$ cat src/sv/sem_pkg.sv
// ----------------------------------------------------------------------------
// sem_pkg
// Shared types, constants and helpers for the sobel edge magnitude block.
// ----------------------------------------------------------------------------
package sem_pkg;

	localparam int unsigned MaxWidthDef  = 1024;
	localparam int unsigned MaxHeightDef = 4096;

	localparam int unsigned AddrW = 5;
	localparam logic [AddrW-1:0] RegWidth  = 5'h00;
	localparam logic [AddrW-1:0] RegHeight = 5'h04;
	localparam logic [AddrW-1:0] RegWRed   = 5'h08;
	localparam logic [AddrW-1:0] RegWGreen = 5'h0c;
	localparam logic [AddrW-1:0] RegWBlue  = 5'h10;

	typedef enum logic [2:0] {
		ST_IDLE,
		ST_READ,
		ST_CALC,
		ST_ROOT,
		ST_EMIT
	} state_t;

	// controller to datapath
	typedef struct packed {
		logic load;      // capture pixel, start line-store read
		logic shift;     // update window, write line stores, step counters
		logic calc;      // compute sum of squares for selected result
		logic emit;      // place result in output register
		logic [1:0] sel; // which of the four possible results
		logic last;
	} dp_cmd_t;

	// datapath to controller
	typedef struct packed {
		logic [3:0] want; // which results this pixel causes
		logic       root_done;
	} dp_stat_t;

endpackage

$ cat src/sv/sem_ctrl.sv
// ----------------------------------------------------------------------------
// sem_ctrl
// Sequencer: accepts a pixel, walks the results it causes, hands them out.
// ----------------------------------------------------------------------------
module sem_ctrl (
	input  logic              clk,
	input  logic              arst_n,
	input  logic              s_tvalid,
	output logic              s_tready,
	output logic              m_tvalid,
	input  logic              m_tready,
	input  sem_pkg::dp_stat_t stat,
	output sem_pkg::dp_cmd_t  cmd
);
	import sem_pkg::*;

	state_t     state_q, state_d;
	logic [3:0] left_q, left_d;
	logic       ovalid_q, ovalid_d;
	logic [1:0] pick;
	logic [3:0] rest;

	always_ff @(posedge clk or negedge arst_n) begin
		if (!arst_n) begin
			state_q  <= ST_IDLE;
			left_q   <= '0;
			ovalid_q <= 1'b0;
		end else begin
			state_q  <= state_d;
			left_q   <= left_d;
			ovalid_q <= ovalid_d;
		end
	end

	// lowest pending result first
	always_comb begin
		pick = 2'd0;
		priority if (left_q[0]) pick = 2'd0;
		else if (left_q[1]) pick = 2'd1;
		else if (left_q[2]) pick = 2'd2;
		else pick = 2'd3;
		rest = left_q & ~(4'b0001 << pick);
	end

	assign s_tready = (state_q == ST_IDLE);
	assign m_tvalid = ovalid_q;

	always_comb begin
		state_d  = state_q;
		left_d   = left_q;
		ovalid_d = ovalid_q;
		cmd      = '0;
		cmd.sel  = pick;
		cmd.last = (rest == 4'd0);
		if (ovalid_q && m_tready) ovalid_d = 1'b0;
		unique case (state_q)
			ST_IDLE: begin
				if (s_tvalid) begin
					cmd.load = 1'b1;
					state_d  = ST_READ;
				end
			end
			ST_READ: begin
				cmd.shift   = 1'b1;
				left_d      = stat.want;
				state_d     = (stat.want == 4'd0) ? ST_IDLE : ST_CALC;
			end
			ST_CALC: begin
				cmd.calc = 1'b1;
				state_d  = ST_ROOT;
			end
			ST_ROOT: begin
				if (stat.root_done) state_d = ST_EMIT;
			end
			ST_EMIT: begin
				if (!ovalid_q || m_tready) begin
					cmd.emit = 1'b1;
					ovalid_d = 1'b1;
					left_d   = rest;
					state_d  = (rest == 4'd0) ? ST_IDLE : ST_CALC;
				end
			end
			default: state_d = ST_IDLE;
		endcase
	end
endmodule

$ cat config.mk
export PLATFORM = sky130hd
export DESIGN_NAME = sem_ctrl
export DESIGN_NICKNAME = d
export VERILOG_FILES = /design/src/sv/sem_pkg.sv /design/src/sv/sem_ctrl.sv
export SDC_FILE = /design/constraint.sdc
export NUM_CORES = 1
export LEC_CHECK = 0
export ABC_AREA = 1
export BUFFER_PORTS_ARGS = -buffer_cell sky130_fd_sc_hd__buf_2
export CAP_MARGIN = 20
export CORE_AREA = 2 2 39 41
export CTS_CLUSTER_SIZE = 10
export DETAILED_ROUTE_END_ITERATION = 12
export DIE_AREA = 0 0 41 43
export GPL_ROUTABILITY_DRIVEN = 0
export PLACE_DENSITY = 0.73
export SKIP_LAST_GASP = 1
export SYNTH_ARGS = -nofsm -noshare
export SYNTH_HDL_FRONTEND = slang
export SYNTH_SLANG_ARGS = --single-unit
$ cat constraint.sdc
create_clock -name clk -period 1.43 [get_ports clk]
set_clock_uncertainty 0.05 [all_clocks]
set_input_delay 0.2145 -clock clk [delete_from_list [all_inputs] [get_ports clk]]
set_output_delay 0.2145 -clock clk [all_outputs]
set_load 0.02 [all_outputs]
### Word level (Yosys, flattened, before mapping)

Cells that the tools add are included.

| word-level totals | value |
|---|---|
| flip-flop bits (word level) | 8 |
| bits of input ports | 9 |
| output and inout port bits | 9 |
| word-level logic and storage cells | 42 |

| operators by class | value |
|---|---|
| equality and inequality tests | 7 |
| shifts and indexed selects | 1 |
| muxes and demuxes | 20 |
| bitwise gates (word level) | 2 |
| reduce and logical (&&, ||, !) cells | 9 |

Operators with widths:

| cell | count |
|---|---|
| one-hot mux 3 bit (5 select lines) | 1 |
| two-way mux 1 bit | 10 |
| two-way mux 3 bit | 3 |
| zero test 4 bit | 2 |
| two-way mux 2 bit | 4 |
| one-hot mux 4 bit (2 select lines) | 1 |
| equality test 3 x 2 -> 1 bit (second input constant) | 2 |
| != test 2 bit (second input constant) | 3 |
| AND 4 bit | 1 |
| two-way mux 4 bit | 1 |
| inverter 4 bit | 1 |
| << shifter 1 x 2 -> 4 bit (first input constant) | 1 |
| equality test 3 x 1 -> 1 bit (second input constant) | 1 |
| equality test 3 bit (second input constant) | 1 |
| zero test 3 bit | 1 |
| AND reduction 3 bit | 1 |
| AND reduction 2 bit | 1 |
| nonzero test 2 bit | 1 |
| logical AND 1 bit | 1 |
| zero test 1 bit | 1 |
| logical OR 1 bit | 1 |

### Logic depth before layout (Yosys ltp)

| logic depth | value |
|---|---|
| depth after elaboration | 10 |
| mapped depth | 8 |
| gate-level depth less buffers | 8 |

### Least setup slack after synthesis

No wires, ideal clock.

| path | value |
|---|---|
| path kind | register -> output |
| start point | register left_q[0] |
| end point | output cmd[0] in the netlist's numbering |
| arrival time | 1.145 ns |
| path slack | 0.021 ns |
| cell stages (with the launch flop) | 6 |
| cell sequence | dfrtp_1 nor2_1 nor2_1 nor2_1 nand2_1 inv_1 |

RTL lines:

| what | line | RTL |
|---|---|---|
| start, declared | sem_ctrl.sv:18 | `logic [3:0] left_q, left_d;` |
| start signal, assigned | sem_ctrl.sv:30 | `left_q <= left_d;` |
| end, declared | sem_ctrl.sv:13 | `output sem_pkg::dp_cmd_t cmd` |

==> impl_results.md <==
- Status: finished, violations left
- Failing checks: setup timing
- Worst Tran Pin Value: 0.2019 ns
- Post-DP HPWL: 903.6 um
- Per-cell routed wire length: 12.27 um
- Placement Setup Slack: 0.09069 ns
- CP Launch Type: register
- Crit. End Element: output pin
- Internal power: 1.102 mW
- Largest net degree at the start of global routing: 9
- Crit path max fanout: 4
- Min Tclk post-route: 1.530 ns
- Final Util: 60.04%
- Net Switching: 1.012 mW
- Clock Power Share: 8.9%
- Port bufs: 17
- Num rows: 14
- Synth Instances: 72
- RSZ-0062 raised after global routing: yes
- Num CTS Buffers: 3
- Initial antenna violation count: 0
- Final setup viols: 3
- Die area: 1763 um2
- First-pass GRT wire length: 2249 um
- Via count: 593
- Fill cell count: 118
- Syn-to-layout area delta: 67.68%
- Final ANT Viol Nets: 0
- Clock sinks: 8
- Register area share after synthesis: 40.40%
- Grt ovf: 0
- Syn_nets: 81
- Core area: 1384 um2
- Power Density: 2544 nW/um2
- Data required, critical path: 1.17 ns
- Share of layout cells above drive strength 1: 54.72%
- CTS Root Cell: clkbuf_4
- Clock tree buffer depth: 2
- Leakage: 0.4457 nW
- Final hold vios: 0
- Antenna Cells: 0
- Final worst path period share: 107.0%
- Drt first pass iters: 4
- Setup TNS: -0.1207 ns
- Via/cell ratio: 4.861
- Effective utilization at floorplan: 35.80%
- Number of global-route vias before repair: 545
- First DRT Iteration DRCs: 17
- Worst-Skew Late Latency: 0.27 ns
- Critical path arrival: 1.27 ns
- DIE WIDTH: 41 um
- Inst Count DP: 105
- Distinct cells, synth: 17
- Hold Path Class: primary input to register
- Sw frac: 47.87%
- Slew Viols, Final: 0
- TritonCTS clock tree: done
- Final nets: 117
- Critical path class: register to output pin
- Combinational share of power: 70.1%
- Non-filler instance count after layout: 122
- Post-detailed-routing wire length: 1497 um
- Synthesized flop and latch total: 8
- Synth Cell Area: 495.5 um2
- Avg Inst Size Synth: 6.882 um2
- Setup slack after layout: -0.09966 ns
- VDD IR-drop max: 1258 uV
- Seq pwr share: 21.0%
- Leading area contributor after synthesis: dfrtp_1
- H-tree depth: 1
- DRC: 0
- Max-cap violations: 0
- Synth warnings: 0
- Total track usage: 19.37%
- Synth area leaders: dfrtp_1 (40%), nand2_1 (16%), inv_1 (8.3%)
- Clock-pin slew on the worst setup and hold paths: 0.06 ns
- Io pins: 18
- Die height: 43 um
- Area share of the largest cell type after synthesis: 40.40%
- Slew HR: 86.40%
- Max Fclk: 0.6537 GHz
timing repair:
action / 4_1_cts / 5_1_grt
pin swaps: 1 / 5
hold buffers: 1 / 0
hold endpoints to repair: 8 / 0
buffers inserted: 6 / 8
setup endpoints to repair: 6 / 7
gates resized for setup: 17 / 16
layer usage:
layer | track usage (%) | wire length [um]
met4 | 10.00 | 34
met5 | 0 | 0
met2 | 30.00 | 808
met3 | 4.712 | 104
met1 | 23.59 | 549
metrics by stage:
stage | instance area, um2 | total power [mW] | hold WS (ns)
final | 830.8 | 2.114 | 0.1429
after global routing | 830.8 | 2.275 | 0.1823
after CTS | 728.2 | 1.831 | 0.1270
after detailed placement | 600.6 | 1.354 | 0.02085
after global placement | 600.6 | 1.326 | 0.02050
after floorplan | 495.5 | 1.101 | -0.1311
cell type report:
| type | count | area (um2) | share of cell area (%) |
|---|---|---|---|
| repair buffers | 31 | 236.5 | 28.46 |
| flip-flops and latches | 8 | 202.7 | 24.40 |
| inverters | 15 | 58.81 | 7.078 |
| clock buffers | 3 | 22.52 | 2.711 |
| well taps | 16 | 20.02 | 2.410 |
| multi-input cells | 49 | 290.3 | 34.94 |
Yosys cell counts:
master   number
o21ai_0       2
nand2_1      21
nor2_1        9
nand2_4       1
nor2_2        1
nor3_2        1
nand3_2       2
a21oi_2       1
nor3_1        1
nand2_2       2
o21ai_1       4
a21oi_1       2
dfrtp_1       8
inv_1        11
inv_4         1
inv_2         3
nand3_1       2
power groups by stage:
stage / combinational (mW) / sequential, mW / clock (mW)
floorplan: 0.676 / 0.425 / 0
global placement: 0.901 / 0.425 / 0
detailed placement: 0.920 / 0.434 / 0
CTS: 1.20 / 0.445 / 0.189
global route: 1.61 / 0.461 / 0.207
finish: 1.48 / 0.444 / 0.189
logic make-up (layout without fill, tap and decap cells):
group           after synthesis  after routing  synth area share, %
compound gates                9              9                9.849
buf+inv                      15             49                11.87
flops                         8              8                40.40
simple gates                 40             40                37.88
flip-flops by register name, indices dropped and copies added, names as in the netlist:
| signal | flops |
|---|---|
| left_q | 4 |
| state_q | 3 |
| m_tvalid | 1 |
critical path: stages (launching register included):
cell,delay (ns)
dfrtp_1,0.42
nor2_2,0.16
nor2_1,0.07
nor2_1,0.11
nand2_2,0.07
inv_2,0.06
buf_6,0.11
cell usage in the layout, fill, tap and decap left out, drive strengths merged:
master	netlist	final
a21oi	3	3
buf	0	30
clkbuf	0	3
dfrtp	8	8
dlygate4sd3	0	1
inv	15	15
nand2	24	24
nand3	4	4
nor2	10	10
nor3	2	2
o21ai	6	6
final timing paths:
check	start	endpoint	slack, ns	cells past startpoint
worst max-delay path	left_q[0]	cmd[0]	-0.1	6
worst min-delay path	stat[1]	left_q[0]	0.14	3
worst max register to register	state_q[0]	state_q[1]	0.09	10
worst min register to register	left_q[3]	left_q[3]	0.51	2
max in group asynchronous	arst_n	state_q[2]	0.86	2
min in group asynchronous	arst_n	left_q[2]	0.28	2
(Power assumes the default switching activity.)
